$ cat config.mk
export PLATFORM = sky130hd
export DESIGN_NAME = byte_stuffed_frame_receiver_core
export DESIGN_NICKNAME = d
export VERILOG_FILES = /design/src/design/bsfr_pkg.sv /design/src/design/bsfr_ctrl.sv /design/src/design/bsfr_dpath.sv /design/src/design/byte_stuffed_frame_receiver_core.sv
export SDC_FILE = /design/constraint.sdc
export NUM_CORES = 1
export LEC_CHECK = 0
export BUFFER_PORTS_ARGS = -buffer_cell sky130_fd_sc_hd__buf_2
export CAP_MARGIN = 40
export CORE_MARGIN = 10
export CORE_UTILIZATION = 62
export CTS_CLUSTER_SIZE = 30
export DETAILED_ROUTE_END_ITERATION = 8
export PLACE_DENSITY = 0.8
export SLEW_MARGIN = 15
export SYNTH_ARGS = -nofsm -noshare
export SYNTH_HDL_FRONTEND = slang
export SYNTH_HIERARCHICAL = 1
export SYNTH_SLANG_ARGS = --single-unit
$ cat constraint.sdc
create_clock -name i_clk -period 3.4 [get_ports i_clk]
set_clock_uncertainty 0.05 [all_clocks]
set_input_delay 0.68 -clock i_clk [delete_from_list [all_inputs] [get_ports i_clk]]
set_output_delay 0.68 -clock i_clk [all_outputs]
set_load 0.02 [all_outputs]
$ cat src/design/bsfr_pkg.sv
// Package for the byte-stuffed frame receiver.
// Holds the store size, register indexes and reset values, controller states and the
// command and status structs that pass between the controller and the datapath.
package bsfr_pkg;

    localparam int FRAME_BYTES = 64;
    localparam int ADDR_W      = $clog2(FRAME_BYTES);
    localparam int LEN_W       = $clog2(FRAME_BYTES + 2);
    localparam int CFG_IDX_W   = 8;

    localparam logic [CFG_IDX_W-1:0] REG_CHECKSUM_ENABLE = CFG_IDX_W'(0);
    localparam logic [CFG_IDX_W-1:0] REG_START_CODE      = CFG_IDX_W'(1);
    localparam logic [CFG_IDX_W-1:0] REG_END_CODE        = CFG_IDX_W'(2);
    localparam logic [CFG_IDX_W-1:0] REG_ESCAPE_CODE     = CFG_IDX_W'(3);

    localparam logic       RST_CHECKSUM_ENABLE = 1'b1;
    localparam logic [7:0] RST_START_CODE      = 8'd1;
    localparam logic [7:0] RST_END_CODE        = 8'd4;
    localparam logic [7:0] RST_ESCAPE_CODE     = 8'd27;

    typedef enum logic [1:0] {
        ST_IDLE,
        ST_READ,
        ST_LOAD,
        ST_EMPTY
    } t_state;

    typedef struct packed {
        logic accept;
        logic rd_issue;
        logic load_data;
        logic load_empty;
    } t_cmd;

    typedef struct packed {
        logic close_ok;
        logic pay_zero;
        logic rd_last;
        logic out_free;
    } t_status;

endpackage

$ cat src/design/bsfr_ctrl.sv
// Controller state machine of the byte-stuffed frame receiver.
// Takes input beats and sequences the read-out of a good frame.
// Depends on bsfr_pkg.
module bsfr_ctrl (
    input  logic             i_clk,
    input  logic             i_rst_n,
    input  logic             i_in_valid,
    output logic             o_in_stall,
    input  bsfr_pkg::t_status i_status,
    output bsfr_pkg::t_cmd   o_cmd
);

    bsfr_pkg::t_state r_state;
    bsfr_pkg::t_state n_state;

    always_ff @(posedge i_clk) begin
        if (!i_rst_n) begin
            r_state <= bsfr_pkg::ST_IDLE;
        end else begin
            r_state <= n_state;
        end
    end

    always_comb begin
        n_state = r_state;
        unique case (r_state)
            bsfr_pkg::ST_IDLE: begin
                if (i_in_valid && i_status.close_ok) begin
                    n_state = i_status.pay_zero ? bsfr_pkg::ST_EMPTY : bsfr_pkg::ST_READ;
                end
            end
            bsfr_pkg::ST_READ: begin
                n_state = bsfr_pkg::ST_LOAD;
            end
            bsfr_pkg::ST_LOAD: begin
                if (i_status.out_free) begin
                    n_state = i_status.rd_last ? bsfr_pkg::ST_IDLE : bsfr_pkg::ST_READ;
                end
            end
            bsfr_pkg::ST_EMPTY: begin
                if (i_status.out_free) begin
                    n_state = bsfr_pkg::ST_IDLE;
                end
            end
            default: begin
                n_state = bsfr_pkg::ST_IDLE;
            end
        endcase
    end

    always_comb begin
        o_cmd      = '0;
        o_in_stall = 1'b1;
        unique case (r_state)
            bsfr_pkg::ST_IDLE: begin
                o_in_stall   = 1'b0;
                o_cmd.accept = i_in_valid;
            end
            bsfr_pkg::ST_READ: begin
                o_cmd.rd_issue = 1'b1;
            end
            bsfr_pkg::ST_LOAD: begin
                o_cmd.load_data = i_status.out_free;
            end
            bsfr_pkg::ST_EMPTY: begin
                o_cmd.load_empty = i_status.out_free;
            end
            default: begin
                o_in_stall = 1'b1;
            end
        endcase
    end

endmodule

$ cat src/design/bsfr_dpath.sv
// Datapath of the byte-stuffed frame receiver: configuration registers,
// byte classification, frame store, length, running sum and output register.
// Depends on bsfr_pkg.
module bsfr_dpath (
    input  logic                             i_clk,
    input  logic                             i_rst_n,
    input  logic                             i_cfg_valid,
    input  logic [bsfr_pkg::CFG_IDX_W-1:0]   i_cfg_index,
    input  logic [7:0]                       i_cfg_data,
    input  logic [7:0]                       i_rx_byte,
    input  logic                             i_out_stall,
    input  bsfr_pkg::t_cmd                   i_cmd,
    output bsfr_pkg::t_status                o_status,
    output logic                             o_out_valid,
    output logic [7:0]                       o_data_byte,
    output logic                             o_frame_last,
    output logic                             o_frame_empty
);

    logic                         r_checksum_enable;
    logic [7:0]                   r_start_code;
    logic [7:0]                   r_end_code;
    logic [7:0]                   r_escape_code;

    logic                         r_escape_pending;
    logic                         r_in_frame;
    logic [bsfr_pkg::LEN_W-1:0]   r_len;
    logic [7:0]                   r_sum;
    logic [7:0]                   r_last_byte;
    logic [bsfr_pkg::LEN_W-1:0]   r_pay;
    logic [bsfr_pkg::LEN_W-1:0]   r_rd_ptr;
    logic [7:0]                   r_rd_data;
    logic [7:0]                   r_store [bsfr_pkg::FRAME_BYTES];

    logic                         r_out_valid;
    logic [7:0]                   r_out_data;
    logic                         r_out_last;
    logic                         r_out_empty;

    logic                         is_start;
    logic                         is_escape;
    logic                         is_end;
    logic                         is_data;
    logic                         has_room;
    logic                         wr_en;
    logic                         sum_ok;
    logic                         frame_good;
    logic [bsfr_pkg::LEN_W-1:0]   pay_len;

    always_ff @(posedge i_clk) begin
        if (!i_rst_n) begin
            r_checksum_enable <= bsfr_pkg::RST_CHECKSUM_ENABLE;
            r_start_code      <= bsfr_pkg::RST_START_CODE;
            r_end_code        <= bsfr_pkg::RST_END_CODE;
            r_escape_code     <= bsfr_pkg::RST_ESCAPE_CODE;
        end else if (i_cfg_valid) begin
            unique case (i_cfg_index)
                bsfr_pkg::REG_CHECKSUM_ENABLE: r_checksum_enable <= i_cfg_data[0];
                bsfr_pkg::REG_START_CODE:      r_start_code      <= i_cfg_data;
                bsfr_pkg::REG_END_CODE:        r_end_code        <= i_cfg_data;
                bsfr_pkg::REG_ESCAPE_CODE:     r_escape_code     <= i_cfg_data;
                default: begin
                end
            endcase
        end
    end

    assign is_start  = !r_escape_pending && (i_rx_byte == r_start_code);
    assign is_escape = !r_escape_pending && !is_start && (i_rx_byte == r_escape_code);
    assign is_end    = !r_escape_pending && !is_start && !is_escape
                       && (i_rx_byte == r_end_code);
    assign is_data   = !is_start && !is_escape && !is_end;
    assign has_room  = r_len < bsfr_pkg::LEN_W'(bsfr_pkg::FRAME_BYTES);
    assign wr_en     = i_cmd.accept && is_data && has_room;

    assign sum_ok     = (r_sum - r_last_byte) == r_last_byte;
    assign frame_good = (r_len <= bsfr_pkg::LEN_W'(bsfr_pkg::FRAME_BYTES))
                        && (!r_checksum_enable
                            || ((r_len != '0) && sum_ok));
    assign pay_len    = r_checksum_enable ? r_len - bsfr_pkg::LEN_W'(1) : r_len;

    assign o_status.close_ok = is_end && r_in_frame && frame_good;
    assign o_status.pay_zero = pay_len == '0;
    assign o_status.rd_last  = r_rd_ptr == r_pay;
    assign o_status.out_free = !r_out_valid || !i_out_stall;

    always_ff @(posedge i_clk) begin
        if (!i_rst_n) begin
            r_escape_pending <= 1'b0;
            r_in_frame       <= 1'b0;
            r_len            <= '0;
            r_sum            <= '0;
        end else if (i_cmd.accept) begin
            if (is_start) begin
                r_in_frame <= 1'b1;
                r_len      <= '0;
                r_sum      <= '0;
            end else if (is_escape) begin
                r_escape_pending <= 1'b1;
            end else if (is_end) begin
                if (r_in_frame) begin
                    r_in_frame <= 1'b0;
                    r_len      <= '0;
                    r_sum      <= '0;
                end
            end else begin
                r_escape_pending <= 1'b0;
                if (has_room) begin
                    r_len <= r_len + bsfr_pkg::LEN_W'(1);
                    r_sum <= r_sum + i_rx_byte;
                end else begin
                    r_len <= bsfr_pkg::LEN_W'(bsfr_pkg::FRAME_BYTES + 1);
                end
            end
        end
    end

    always_ff @(posedge i_clk) begin
        if (wr_en) begin
            r_last_byte <= i_rx_byte;
        end
        if (i_cmd.accept && is_end) begin
            r_pay    <= pay_len;
            r_rd_ptr <= '0;
        end else if (i_cmd.rd_issue) begin
            r_rd_ptr <= r_rd_ptr + bsfr_pkg::LEN_W'(1);
        end
    end

    always_ff @(posedge i_clk) begin
        if (wr_en) begin
            r_store[r_len[bsfr_pkg::ADDR_W-1:0]] <= i_rx_byte;
        end
        if (i_cmd.rd_issue) begin
            r_rd_data <= r_store[r_rd_ptr[bsfr_pkg::ADDR_W-1:0]];
        end
    end

    always_ff @(posedge i_clk) begin
        if (!i_rst_n) begin
            r_out_valid <= 1'b0;
        end else if (i_cmd.load_data || i_cmd.load_empty) begin
            r_out_valid <= 1'b1;
        end else if (!i_out_stall) begin
            r_out_valid <= 1'b0;
        end
    end

    always_ff @(posedge i_clk) begin
        if (i_cmd.load_data) begin
            r_out_data  <= r_rd_data;
            r_out_last  <= o_status.rd_last;
            r_out_empty <= 1'b0;
        end else if (i_cmd.load_empty) begin
            r_out_data  <= '0;
            r_out_last  <= 1'b1;
            r_out_empty <= 1'b1;
        end
    end

    assign o_out_valid   = r_out_valid;
    assign o_data_byte   = r_out_data;
    assign o_frame_last  = r_out_last;
    assign o_frame_empty = r_out_empty;

    a_len_range: assert property (@(posedge i_clk) disable iff (!i_rst_n)
        r_len <= bsfr_pkg::LEN_W'(bsfr_pkg::FRAME_BYTES + 1))
        else $error("Frame length beyond its saturation value.");

    a_rd_in_payload: assert property (@(posedge i_clk) disable iff (!i_rst_n)
        i_cmd.rd_issue |-> r_rd_ptr < r_pay)
        else $error("Store read past the payload of the frame.");

    a_load_when_free: assert property (@(posedge i_clk) disable iff (!i_rst_n)
        (i_cmd.load_data || i_cmd.load_empty) |-> o_status.out_free)
        else $error("Output register overwritten before its beat was taken.");

    a_empty_is_last: assert property (@(posedge i_clk) disable iff (!i_rst_n)
        (r_out_valid && r_out_empty) |-> (r_out_last && (r_out_data == '0)))
        else $error("Empty-frame beat without last mark or with data.");

endmodule

$ cat src/design/byte_stuffed_frame_receiver_core.sv
// Byte-stuffed frame receiver: takes one raw link byte per input beat and
// delivers the payload of each good frame as a burst of output beats. While
// no frame is being delivered, an input beat is taken in every cycle. A good
// end code holds the input stalled while its frame is read back from the
// single-port frame store: each payload byte takes a registered store read,
// then the load of the output register; an empty frame only loads an
// empty-frame beat. A load waits on an output stall. The store needs no
// clearing pass after reset. Depends on bsfr_pkg, bsfr_ctrl and bsfr_dpath.
module byte_stuffed_frame_receiver_core (
    input  logic                           i_clk,
    input  logic                           i_rst_n,
    input  logic                           i_in_valid,
    output logic                           o_in_stall,
    input  logic [7:0]                     i_rx_byte,
    output logic                           o_out_valid,
    input  logic                           i_out_stall,
    output logic [7:0]                     o_data_byte,
    output logic                           o_frame_last,
    output logic                           o_frame_empty,
    input  logic                           i_cfg_valid,
    output logic                           o_cfg_ready,
    input  logic [bsfr_pkg::CFG_IDX_W-1:0] i_cfg_index,
    input  logic [7:0]                     i_cfg_data
);

    bsfr_pkg::t_cmd    cmd;
    bsfr_pkg::t_status status;

    assign o_cfg_ready = 1'b1;

    bsfr_ctrl u_ctrl (
        .i_clk      (i_clk),
        .i_rst_n    (i_rst_n),
        .i_in_valid (i_in_valid),
        .o_in_stall (o_in_stall),
        .i_status   (status),
        .o_cmd      (cmd)
    );

    bsfr_dpath u_dpath (
        .i_clk         (i_clk),
        .i_rst_n       (i_rst_n),
        .i_cfg_valid   (i_cfg_valid && o_cfg_ready),
        .i_cfg_index   (i_cfg_index),
        .i_cfg_data    (i_cfg_data),
        .i_rx_byte     (i_rx_byte),
        .i_out_stall   (i_out_stall),
        .i_cmd         (cmd),
        .o_status      (status),
        .o_out_valid   (o_out_valid),
        .o_data_byte   (o_data_byte),
        .o_frame_last  (o_frame_last),
        .o_frame_empty (o_frame_empty)
    );

endmodule
==> impl.org, run 1 <==
** Power
- Leakage power total :: 9.326 nW
- Power per unit of standard cell area :: 555.8 nW/um^2
- IR analysis of the VDD net gives a maximum drop of 492.4 uV.

** Final layout
- Cells with a size suffix above 1 make up 27.62% of the layout.
- End-of-flow core utilization :: 70.76%
- Counting the fill cells in the layout gives 2367.
- Final net count :: 1446
- Highest-count cells in the layout ignoring fill and taps :: edfxtp_1, mux4_2, nor2_1
- After routing the design area is 27280 um^2.
- 0 antenna diodes ended up in the layout.
- Area growth from synthesis to layout :: 13.22%
- Most common cell after layout, fill and taps aside :: edfxtp_1

** Drt
- After detailed routing, the average wire length per cell comes to 27.37 um.
- Initial drt markers :: 1423
- The pre-antenna-repair detailed-routing pass consisted of 5 iterations.
- Remaining DRCs :: 0
- Summed over all layers, the routed wires come to 53.61 mm.
- Using the TritonRoute via totals, the vias-per-cell ratio works out to 6.368.
- The detailed router placed 12.47k vias in this run.
- The count of nets left with antenna violations once routing finished came out at 0.

** Die
- # IOs :: 42
- The floorplan step defined a core boundary enclosing 38560 um^2.
- Initial cell density of the core :: 62.49%
- Die outline width :: 217.1 um
- Die H :: 217.1 um
- Total Die Area :: 47150 um^2
- Row generation in the floorplan step produced 72 rows.

** Place
- Number of input and output port buffers inserted :: 40
- Half-perimeter wire length of the detailed placement result :: 33.29 mm
- Worst slack after detailed placement :: 0.2386 ns
- Placer Congestion :: 0.8610
- Once placement finished, the instance area stood at 25580 um^2.

** Synthesis
- Synth area leaders :: edfxtp_1, mux4_2, dfxtp_1
- Counting every net in the synthesized netlist gives 1296.
- Cell variety after synth :: 60
- Post-synthesis cell area :: 24100 um^2
- After synthesis, the mean cell area works out to 19.32 um^2.
- The largest total area in the synthesized netlist belongs to edfxtp_1.
- Count of flip-flops with a built-in enable after synthesis :: 543
- Number of register bits inferred by synthesis :: 596
- After synthesis, the share of flip-flops with an asynchronous set or reset is 0%.
- Count of synthesis-stage warnings from yosys :: 6
- Summed over its instances, the top area cell type makes up 67.67% of the synthesized netlist area.
- Portion of the post-synthesis area used by sequential elements :: 72.07%
- After technology mapping, the gate count stands at 1247.
- Top flip-flop cell by instance count after synthesis :: edfxtp_1

** Worst setup path
- Type of destination of the critical path :: flip-flop
- Maximum net fanout on the critical path :: 2
- STA puts the critical path data required time at 3.88 ns.
- Cell class contributing the biggest share of worst-path delay :: compound AO/OA/AOI/OAI gates
- For this design, the slowest cell found on the critical path is a2111oi_0.
- Data arrives at the worst endpoint at 3.44 ns.
- The critical path is of the reg -> reg type.
- STA classifies the critical path startpoint as a flip-flop.
- In this design, the stage delay of the slowest critical-path cell is 0.48 ns.
- Walking the worst path, the cells encountered are ha_1 -> fa_1 -> xnor2_1 -> nor2_1 -> o311ai_0 -> a2111oi_0 -> nand4_1 -> a21oi_1 -> nor4bb_1 -> o31a_1.
- Together, buffers and inverters on the worst path number 0.

** Job
- Max-capacitance violation count :: 0

** Clock tree
- Clock tree root driver cell :: clkbuf_16
- Register clock-pin slew on the reported worst setup and hold paths :: 0.06 ns
- Post-CTS repair changed the size of 0 cells.
- Clk sink count :: 596
- Hold buffer count at CTS :: 0
- Clk_lat worst skew :: 0.58 ns
- Clock tree from TritonCTS :: built
- Post-CTS setup buffer count :: 0
- Max H-tree Level :: 2
- No sink is reached through more buffers than the 3 on the longest clock path.
- Clock buffer count from CTS :: 55

** Timing
- Derived from the worst setup path, the maximum achievable clock frequency is 0.3379 GHz.
- Setup repair after global routing left no endpoint under its margin.
- For the pin with the worst max-slew slack, the measured transition is 0.8175 ns.
- Relative slew margins :: 45.44%
- Hold Vio Cnt, Final :: 0
- Number of endpoints failing setup at the final stage :: 0
- Post-route minimum period :: 2.960 ns
- The count of final max-slew check failures came to 0.
- Post-route setup slack :: 0.4403 ns
- Final Cycle Share :: 87.05%
- Setup tns final :: 0 ns

** Global route
- The first global-routing pass estimated 81.73 mm of wire.
- Global routing used 23.03% of the available tracks.
- Entering global routing, the biggest net connects 66 pins.
- After global routing the overflow that remains totals 0.
- Initial antenna violation count :: 2
- Via count of the first global-routing pass :: 12.71k

** Hold path
- Hold Path Class :: in -> reg

** Status
- The run finished with clean final reports.
-- metrics by stage --
stage | instances | power (mW) | hold WS [ns]
floorplan | 1247 | 9.027 | 0.3993
global placement | 1857 | 9.417 | 0.4060
detailed placement | 1858 | 9.444 | 0.4271
CTS | 1959 | 15.25 | 0.2920
global route | 1959 | 15.62 | 0.3337
finish | 1959 | 15.16 | 0.3080
-- layout make-up --
cell class | count | area, um^2 | area share, %
timing repair buffer | 150 | 1114 | 4.082
multi-input combinational | 572 | 6360 | 23.31
clock inverter | 24 | 201.4 | 0.7384
inverter | 22 | 82.58 | 0.3027
clock buffer | 77 | 1500 | 5.499
tap | 518 | 648.1 | 2.376
sequential | 596 | 17380 | 63.69
-- worst paths after layout --
kind | from | endpoint | depth (start not counted) | slack (ns)
setup reg to reg | u_dpath/r_last_byte[0] | u_ctrl/r_state[0] | 10 | 0.44
hold reg to reg | u_dpath/r_sum[2] | u_dpath/r_sum[2] | 2 | 0.44
hold / removal | i_cfg_data[3] | u_dpath/r_escape_code[3] | 3 | 0.31
setup / recovery | u_dpath/r_last_byte[0] | u_ctrl/r_state[0] | 10 | 0.44
-- registers in the layout, summed over array words and instances, names as in the netlist --
register,cells
u_dpath/r_store,512
u_dpath/o_data_byte,8
u_dpath/r_end_code,8
u_dpath/r_escape_code,8
u_dpath/r_rd_data,8
u_dpath/r_start_code,8
u_dpath/r_sum,8
u_dpath/r_last_byte,7
u_dpath/r_len,7
u_dpath/r_pay,7
u_dpath/r_rd_ptr,7
u_ctrl/r_state,2
u_dpath/o_frame_empty,1
u_dpath/o_frame_last,1
u_dpath/o_out_valid,1
u_dpath/r_checksum_enable,1
u_dpath/r_escape_pending,1
u_dpath/r_in_frame,1
-- synth_stat cells, drive strengths merged, types with 2 or more instances --
cell type / instances
mux4: 168
inv: 22
and4: 2
edfxtp: 543
mux2i: 26
ha: 18
o21a: 2
nor2b: 4
a21oi: 21
buf: 22
clkbuf: 35
dfxtp: 53
xor2: 24
nor4: 4
nand2: 33
nand3b: 6
o31ai: 4
a21o: 2
nor2: 113
or2: 2
xnor2: 35
o21ai: 10
nand2b: 6
o311a: 2
o211ai: 4
nand3: 22
and2: 11
and3: 7
nor3: 9
nor4bb: 2
nand4: 10
o22ai: 3
fa: 2
-- power breakdown --
part	switching [mW]	leakage [nW]	internal [mW]
Sequential	0.0563	5.30	8.04
Combinational	0.646	3.20	0.562
Clock	2.56	0.818	3.30
Total	3.27	9.33	11.9
-- routing by layer --
layer / up-vias / wire [um] / global-route usage (%)
li1: 5303 / - / -
met1: 6507 / 21640 / 32.29
met2: 588 / 26640 / 37.18
met3: 76 / 4173 / 3.981
met4: 0 / 1165 / 6.269
met5: - / 0 / 0
-- worst reg2reg max path, delay by kind of cell, from the launching register on --
family          cells  cell delay [ns]
fa+ha+maj           2             0.69
compound gates      4             1.05
simple gates        3             0.56
flops               1             0.42
xor+xnor            1             0.14
-- cell families after synthesis --
group	after synthesis	synth area share (%)
AO/OA/AOI/OAI	61	1.662
XOR/XNOR	59	2.145
adder cells (fa/ha/maj)	20	1.101
buffers and inverters	79	1.589
flip-flops	596	72.07
multiplexers	194	16.78
other	1	0.01556
AND/OR/NAND/NOR	237	4.632
Power figures use the tool's default switching activity.
==> run 2, diff against run 1 <==
Settings changed: SYNTH_HIERARCHICAL 1 to not set.
==> run 2 against run 1 <==
  * Clock power up 12%
  * Via count down 0.17%
  * Die area up 0.10%
==> impl.org, run 2 <==
** Timing
- Post-route minimum period :: 3.077 ns (+0.1169 ns)
- Hold Vio Cnt, Final :: 0 (unchanged)
- Relative slew margins :: 44.00% (-1.4 points)
- The minimum setup slack in the final design is 0.3235 ns (-0.1169 ns).
- The top achievable clock speed came to 0.3250 GHz (-3.8%).
- The number of setup violations in the final report was 0 (unchanged).
- Setup tns final :: 0 ns (unchanged)
- Max-slew violation total from the final report :: 0 (unchanged)
- RSZ-0062 raised after global routing :: no
- The actual slew at the worst max-slew pin is 0.8369 ns (+0.01931 ns).
- The final period utilization came to 90.49% (+3.4 points).

** Drt
- Per-cell routed wire length :: 27.92 um (+2.0%)
- Total via count after detailed routing :: 12.45k (-0.17%)
- Remaining DRCs :: 0 (unchanged)
- The DRC violation total after the first TritonRoute iteration was 1367 (-3.9%).
- Length of the first detailed-routing pass in iterations :: 5 (unchanged)
- The routed wire length is 54.31 mm (+1.3%).
- The final antenna-violating net count is 0 (unchanged).
- Routed vias/inst :: 6.403 (+0.55%)

** Clock tree
- The CTS buffer count came to 57 (+3.6%).
- The number of setup buffers added after CTS is 0 (unchanged).
- TritonCTS built the clock tree.
- Max H-tree Level :: 2 (unchanged)
- Clk_lat worst skew :: 0.61 ns (+0.03 ns)
- Clk sink count :: 596 (unchanged)
- Hold buffer count at CTS :: 0 (unchanged)
- The clock transition at the register clock pins on the worst setup and hold paths after CTS came to 0.06 ns (about the same).
- The total of cells resized after clock tree synthesis is 0 (unchanged).
- Max clock buf depth :: 3 (unchanged)
- In this run the clock root is driven by a clkbuf_16.

** Place
- Placed standard-cell area :: 25550 um^2 (-0.12%)
- The final weighted congestion of routability-driven global placement is 0.8874 (+3.1%).
- Total instance count after detailed placement :: 1837 (-1.1%)
- The half-perimeter wire length of the detailed placement result was 34.58 mm (+3.9%).
- Worst slack after detailed placement :: 0.07396 ns (-0.1646 ns)
- Number of input and output port buffers inserted :: 40 (unchanged)

** Worst setup path
- The data arrival time at the worst-slack endpoint was 3.34 ns (-0.10 ns).
- The required time of the critical path is 3.66 ns (-0.22 ns).
- Count of cells along the worst register-to-register path :: 7 (-3)
- Timing startpoint of the critical path :: u_ctrl.r_state[1]
- Slowest stage delay, CP :: 0.53 ns (+0.05 ns)
- STA classifies the critical path startpoint as a flip-flop.
- Slowest CP cell :: or3b_1
- Setup Crit Path Kind :: reg -> reg
- The cell family contributing the most delay on the critical path is simple AND/OR/NAND/NOR gates.
- Worst path depth :: 7 (-3)
- CP bufs+invs :: 1 (+1)
- Maximum net fanout on the critical path :: 8 (+6)
- CP cell instances :: or3b_1 -> a21o_1 -> o31ai_4 -> and2_1 -> nand2_1 -> nor2_1 -> buf_4
- The worst register-to-register path begins at u_ctrl.r_state[1].
- STA classifies the critical path endpoint as a flip-flop.

** Die
- # IOs :: 42 (unchanged)
- The area of the core came to 38560 um^2 (unchanged).
- The initial core utilization is 62.56% (+0.071 points).
- The height of the die came to 217.3 um (about the same).
- Core Rows :: 72 (unchanged)
- The horizontal die dimension came to 217.3 um (about the same).
- Total Die Area :: 47200 um^2 (+0.10%)

** Synthesis
- Synth area leaders :: edfxtp_1, mux4_2, dfxtp_1
- The area share of the leading cell type in the synthesized netlist was 67.59% (-0.077 points).
- Summed over all instances, the cell type with the most area after synthesis is edfxtp_1.
- Share of flip-flops with an asynchronous set or reset after synthesis :: 0% (unchanged)
- The cell count after synthesis came to 1230 (-1.4%).
- The number of enable-type register cells in the synthesized netlist is 543 (unchanged).
- The total standard cell area after synthesis was 24120 um^2 (+0.11%).
- The proportion of synthesized chip area in sequential cells was 71.99% (-0.082 points).
- The flip-flop and latch count after synthesis is 596 (unchanged).
- Count of synthesis-stage warnings from yosys :: 0 (-6)
- In the post-synthesis netlist, the cell with the most instances is edfxtp_1.
- Top flip-flop cell by instance count after synthesis :: edfxtp_1
- Synthesized net count :: 1279 (-1.3%)
- In the synthesized netlist, the cells that appear most often are edfxtp_1, mux4_2, nor2_1, dfxtp_1, nand2_1.
- Cell variety after synth :: 60 (unchanged)
- Mean cell area of the mapped netlist :: 19.61 um^2 (+1.5%)

** Final layout
- The final-layout fill cell count came to 2291 (-3.2%).
- Area growth from synthesis to layout :: 14.06%
- The antenna diode count came to 0 (unchanged).
- The flip-flop count of the largest register, all copies and words added was 512 (unchanged).
- The post-route cell area was 27520 um^2 (+0.86%).
- The storage element area was 17380 um^2 (unchanged).
- The post-layout instance count excluding filler cells came to 1945 (-0.71%).
- The share of layout cells above drive strength 1 was 28.80% (+1.2 points).
- The multi-input combinational cell area was 6396 um^2 (+0.57%).
- Final net count :: 1427 (-1.3%)
- Most common cell after layout, fill and taps aside :: edfxtp_1
- Highest-count cells in the layout ignoring fill and taps :: edfxtp_1, mux4_2, buf_4

** Power
- The power density over cell area came to 576.3 nW/um^2 (+3.7%).
- The leakage power summed over all cells is 9.492 nW (+1.8%).
- Total power draw :: 15.86 mW (+4.6%)
- Max IR drop VDD :: 522.3 uV (+6.1%)

** Job
- The number of max-cap violations is 0 (unchanged).

** Global route
- Wire length of the first global-routing pass :: 82.81 mm (+1.3%)
- The overall routing resource usage was 23.62% (+0.59 points).
- The maximum number of pins on one net before global-route repair was 66 (unchanged).
- Via count of the first global-routing pass :: 12.70k (-0.079%)
- The global-route congestion overflow total came to 0 (unchanged).
- Initial antenna violation count :: 2 (unchanged)

** Hold path
- Hold Path Class :: in -> reg
- Hold Path Depth :: 3 (unchanged)
- The worst hold path begins at i_cfg_data[1].

** Status
- Run status :: complete, no violations
## run 2: cell families after synthesis
group | synth area share (%)
XOR/XNOR | 2.215
flip-flops | 71.99
buffers and inverters | 1.494
adder cells (fa/ha/maj) | 1.100
other | 0.01555
AND/OR/NAND/NOR | 4.533
multiplexers | 16.85
AO/OA/AOI/OAI | 1.800
## run 2: report_power, final
part / switching (mW) / total (mW) / internal [mW]
Sequential: 0.0640 / 8.10 / 8.04
Clock: 2.64 / 6.55 / 3.91
Combinational: 0.643 / 1.20 / 0.560
## run 2: cell type report
class | count | share of cell area (%)
Timing Repair Buffer | 148 | 3.856
Inverter | 18 | 0.2456
Sequential cell | 596 | 63.15
Multi-Input combinational cell | 557 | 23.25
Tap cell | 518 | 2.356
Clock buffer | 73 | 5.784
Clock inverter | 35 | 1.364
## run 2: worst paths after layout
| check | to | slack (ns) |
|---|---|---|
| setup / recovery | u_dpath.r_store[20][3] | 0.32 |
| hold / removal | u_dpath.r_escape_code[1] | 0.28 |
| setup reg to reg | u_dpath.r_store[20][3] | 0.32 |
| hold reg to reg | u_dpath.r_escape_code[1] | 0.45 |
## run 2: per-layer routing
layer  GRT usage [%]  up-vias  routed length (um)
met5               0        -                  21
met4           7.714        4                1419
met3           4.577       82                4670
met2           38.38      654               27120
met1           32.00     6453               21080
li1                -     5260                   -
## run 2: metrics by stage
step,hold WS (ns),util (%)
6_report,0.2838,71.36
4_1_cts,0.2595,71.36
5_1_grt,0.2743,71.36
3_5_place_dp,0.4387,66.26
3_3_place_gp,0.4362,66.26
2_1_floorplan,0.4152,-
## run 2: tightest hold or removal path, cell delays in order
cell and delay [ns]:
buf_2 0.10, mux2i_1 0.06, nand2_1 0.06
==> run 3, diff against run 2 <==
Settings changed: ABC_AREA set to 1, CORE_UTILIZATION 62 to 63, PLACE_DENSITY 0.8 to 0.81.
==> run 3 against run 2 <==
  * Sequential share of layout area decreased by 1.1 points
  * Global-route usage increased by 3.3 points
  * Wire length increased by 19%
  * Largest power group unchanged
==> impl.org, run 3 <==
** Global route
- Initial antenna violation count :: 0 (-2)
- Layer carrying the most global-route usage :: met2
- Wire length of the first global-routing pass :: 97.84 mm (+18%)
- The met2 global-route usage came to 41.90% (+3.5 points).
- The via count of the first global-routing pass came to 16.80k (+32%).
- GRT Total Usage :: 26.92% (+3.3 points)
- GR Util met1 :: 36.12% (+4.1 points)
- Maximum number of pins on one net before global-route repair :: 260 (+290%)
- The global-route congestion overflow total is 0 (unchanged).
- Global-route track usage on met3 :: 6.103% (+1.5 points)

** Synthesis
- The proportion of synthesized chip area in sequential cells came to 70.27% (-1.7 points).
- After synthesis, the largest family of logic cells by area is simple AND/OR/NAND/NOR gates.
- The number of enable-type register cells in the synthesized netlist is 543 (unchanged).
- The share of flip-flops with an asynchronous set or reset after synthesis is 0% (unchanged).
- Synth area leaders :: edfxtp_1, nor2_1, o21ai_0
- Dominant cell by count in the synthesized netlist :: edfxtp_1
- The total standard cell area after synthesis came to 24710 um^2 (+2.5%).
- The total nets after synthesis was 2146 (+68%).
- Ranked by instance count, the synthesized netlist is headed by edfxtp_1, nor2_1, o21ai_0, nand2_1, clkbuf_1.
- Dominant cell type by area after synthesis :: edfxtp_1
- The share of the synthesized area in compound gates (AO/OA/AOI/OAI) came to 10.92% (+9.1 points).
- Fraction of synthesized area in multiplexers :: 0% (-17 points)
- Cells after synthesis :: 2097 (+70%)
- The synthesized-area fraction occupied by xor and xnor cells is 1.701% (-0.51 points).
- The average cell area after synthesis came to 11.79 um^2 (-40%).
- Among all flip-flop cells after synthesis, the most frequent one is edfxtp_1.
- Area share of fa/ha/maj cells after synthesis :: 1.073% (-0.026 points)
- The area share of the leading cell type in the synthesized netlist is 65.97% (-1.6 points).
- The number of distinct library cell variants in the gate-level netlist after synthesis was 39 (-35%).
- Count of synthesis-stage warnings from yosys :: 0 (unchanged)
- The flip-flop and latch count after synthesis is 596 (unchanged).
- Simple-gate area share of the yosys netlist :: 12.72% (+8.2 points)

** Timing
- The minimum setup slack in the final design is 0.6849 ns (+0.3615 ns).
- The final hold slack was 0.2720 ns (-0.01182 ns).
- Final Cycle Share :: 79.85% (-11 points)
- The post-route setup TNS came to 0 ns (unchanged).
- Slew at the pin closest to its max-slew limit :: 1.008 ns (+0.1711 ns)
- The number of hold violations in the final report came to 0 (unchanged).
- The count of final max-slew check failures is 0 (unchanged).
- Setup repair after global routing left no endpoint under its margin.
- Relative slew margins :: 32.80% (-11 points)
- The top achievable clock speed came to 0.3683 GHz (+13%).
- Number of endpoints failing setup at the final stage :: 0 (unchanged)
- Post-route minimum period :: 2.715 ns (-0.3615 ns)

** Clock tree
- Clock buffer count from CTS :: 57 (unchanged)
- The depth of the CTS H-tree is 2 (unchanged).
- The count of hold buffers inserted by post-cts repair is 0 (unchanged).
- The clock latency on the worst-skew pair is 0.61 ns (about the same).
- Clock tree root driver cell :: clkbuf_16
- TritonCTS built the clock tree.
- Post-cts sizing count :: 0 (unchanged)
- The number of setup buffers added after CTS is 0 (unchanged).
- The count of clock tree sinks is 596 (unchanged).
- The worst-case clock buffer depth is 3 (unchanged).
- The clock transition at the register clock pins on the worst setup and hold paths after CTS was 0.06 ns (about the same).

** Status
- Run status :: complete, no violations

** Drt
- The routed wire length came to 64.69 mm (+19%).
- The detailed-route DRC error count is 0 (unchanged).
- Total via count after detailed routing :: 17.53k (+41%)
- Initial drt markers :: 2565 (+88%)
- The detailed-routing iteration count for the pre-antenna-repair pass came to 6 (+1).
- The final antenna-violating net count came to 0 (unchanged).
- Per-cell routed wire length :: 23.50 um (-16%)
- Routed vias/inst :: 6.367 (-0.56%)

** Worst setup path
- The worst-case reg-to-reg path depth came to 11 (+4).
- The setup slack on the worst flop-to-flop path is 0.68 ns (+0.36 ns).
- Setup Crit Path Kind :: reg -> reg
- Maximum net fanout on the critical path :: 13 (+5)
- Nature of the critical path startpoint :: flip-flop
- STA classifies the critical path endpoint as a flip-flop.
- The data arrival time at the worst-slack endpoint was 2.98 ns (-0.36 ns).
- The required time of the critical path came to 3.66 ns (about the same).

** Place
- Number of input and output port buffers inserted :: 40 (unchanged)
- Total instance count after detailed placement :: 2644 (+44%)
- The final weighted congestion of routability-driven global placement came to 0.8985 (+1.3%).
- The half-perimeter wire length of the detailed placement result came to 39.11 mm (+13%).
- Worst slack after detailed placement :: 0.1823 ns (+0.1084 ns)

** Die
- Die outline width :: 218.1 um (+0.38%)
- Core Rows :: 72 (unchanged)
- The initial core utilization came to 63.80% (+1.2 points).
- Die H :: 218.1 um (+0.38%)
- CORE AREA :: 38740 um^2 (+0.47%)
- The area of the die is 47550 um^2 (+0.75%).
- The total I/O pin count came to 42 (unchanged).

** Final layout
- The antenna diode count came to 0 (unchanged).
- Fraction of final layout cells sized beyond drive strength 1 :: 11.41% (-17 points)
- The final net count is 2235 (+57%).
- Compared with the post-synthesis result, the final layout area differs by 13.24%.
- Number of standard cells in the final layout excluding fillers :: 2753 (+42%)
- The top cell types in the final layout, fill and taps aside, are edfxtp_1, nor2_1, o21ai_0.
- Flip-flop count of the largest register, all copies and words added :: 512 (unchanged)
- The library cell used most frequently in the layout, excluding fill and tap cells, is edfxtp_1.

** Power
- Total power draw :: 15.21 mW (-4.1%)
- Max IR drop VDD :: 429.9 uV (-18%)
- The power density over cell area was 543.5 nW/um^2 (-5.7%).
- Leakage power total :: 9.829 nW (+3.5%)

** Job
- Max-capacitance violation count :: 0 (unchanged)

** Hold path
- The count of cells along the worst hold path was 3 (unchanged).
- In this run the worst hold path is classified as in -> reg.
==> run 3: changes by cell type after synthesis, moves of 26 or more <==
cell / change
nor2_1: +311
o21ai_0: +284
nand2_1: +180
mux4_2: -168
o22ai_1: +71
inv_1: +70
nand3_1: +68
clkbuf_1: +65
o221ai_1: +54
a21oi_1: +27
mux2i_1: -27
nor2b_1: -26
==> run 3: logic make-up after synthesis <==
family,Yosys count
other,1
flip-flops,596
buffers and inverters,209
AO/OA/AOI/OAI,473
XOR/XNOR,48
adder cells (fa/ha/maj),20
AND/OR/NAND/NOR,750
==> run 3: stage by stage <==
step           util, %  instance area, um^2
2_1_floorplan        -                24720
3_3_place_gp     66.96                25940
3_5_place_dp     67.11                25990
4_1_cts          72.18                27960
5_1_grt          72.25                27990
6_report         72.25                27990
==> run 3: layer usage <==
layer  part of all wire, %  wire [um]
met1                    37      24260
met4                   4.0       2620
met3                    12       7854
met2                    46      29960
met5                     0          0
==> run 3: path summary, 6_finish.rpt <==
check,to,start
max reg2reg,u_dpath.r_store[14][3],u_dpath.r_start_code[1]
min,u_dpath.r_escape_code[3],i_cfg_data[3]
max,u_dpath.r_store[14][3],u_dpath.r_start_code[1]
min reg2reg,u_dpath.o_frame_empty,u_dpath.o_frame_empty
==> run 3: report_power, final <==
part / switching (mW) / internal (mW) / total (mW)
Sequential: 0.0318 / 8.02 / 8.05
Clock: 2.67 / 3.93 / 6.60
Combinational: 0.392 / 0.169 / 0.560
Total: 3.09 / 12.1 / 15.2
==> run 3: worst max-delay path: stages (launching register included) <==
cell	delay [ns]
dfxtp_1	0.32
or2_0	0.23
nand2_1	0.07
nand4_1	0.09
nor2_1	0.16
nor2_1	0.12
nand2_1	0.07
nand2_1	0.14
nor2_8	0.33
nand4_4	0.37
nor2_1	0.27
buf_4	0.20
==> run 3: area by class of cell <==
cell class	count	area, um^2
Inverter	92	350.3
Clock inverter	31	390.4
Sequential cell	596	17380
Multi-Input combinational cell	1292	6535
Fill cell	2524	10750
Timing Repair Buffer	147	1114
Clock buffer	77	1574
Tap cell	518	648.1
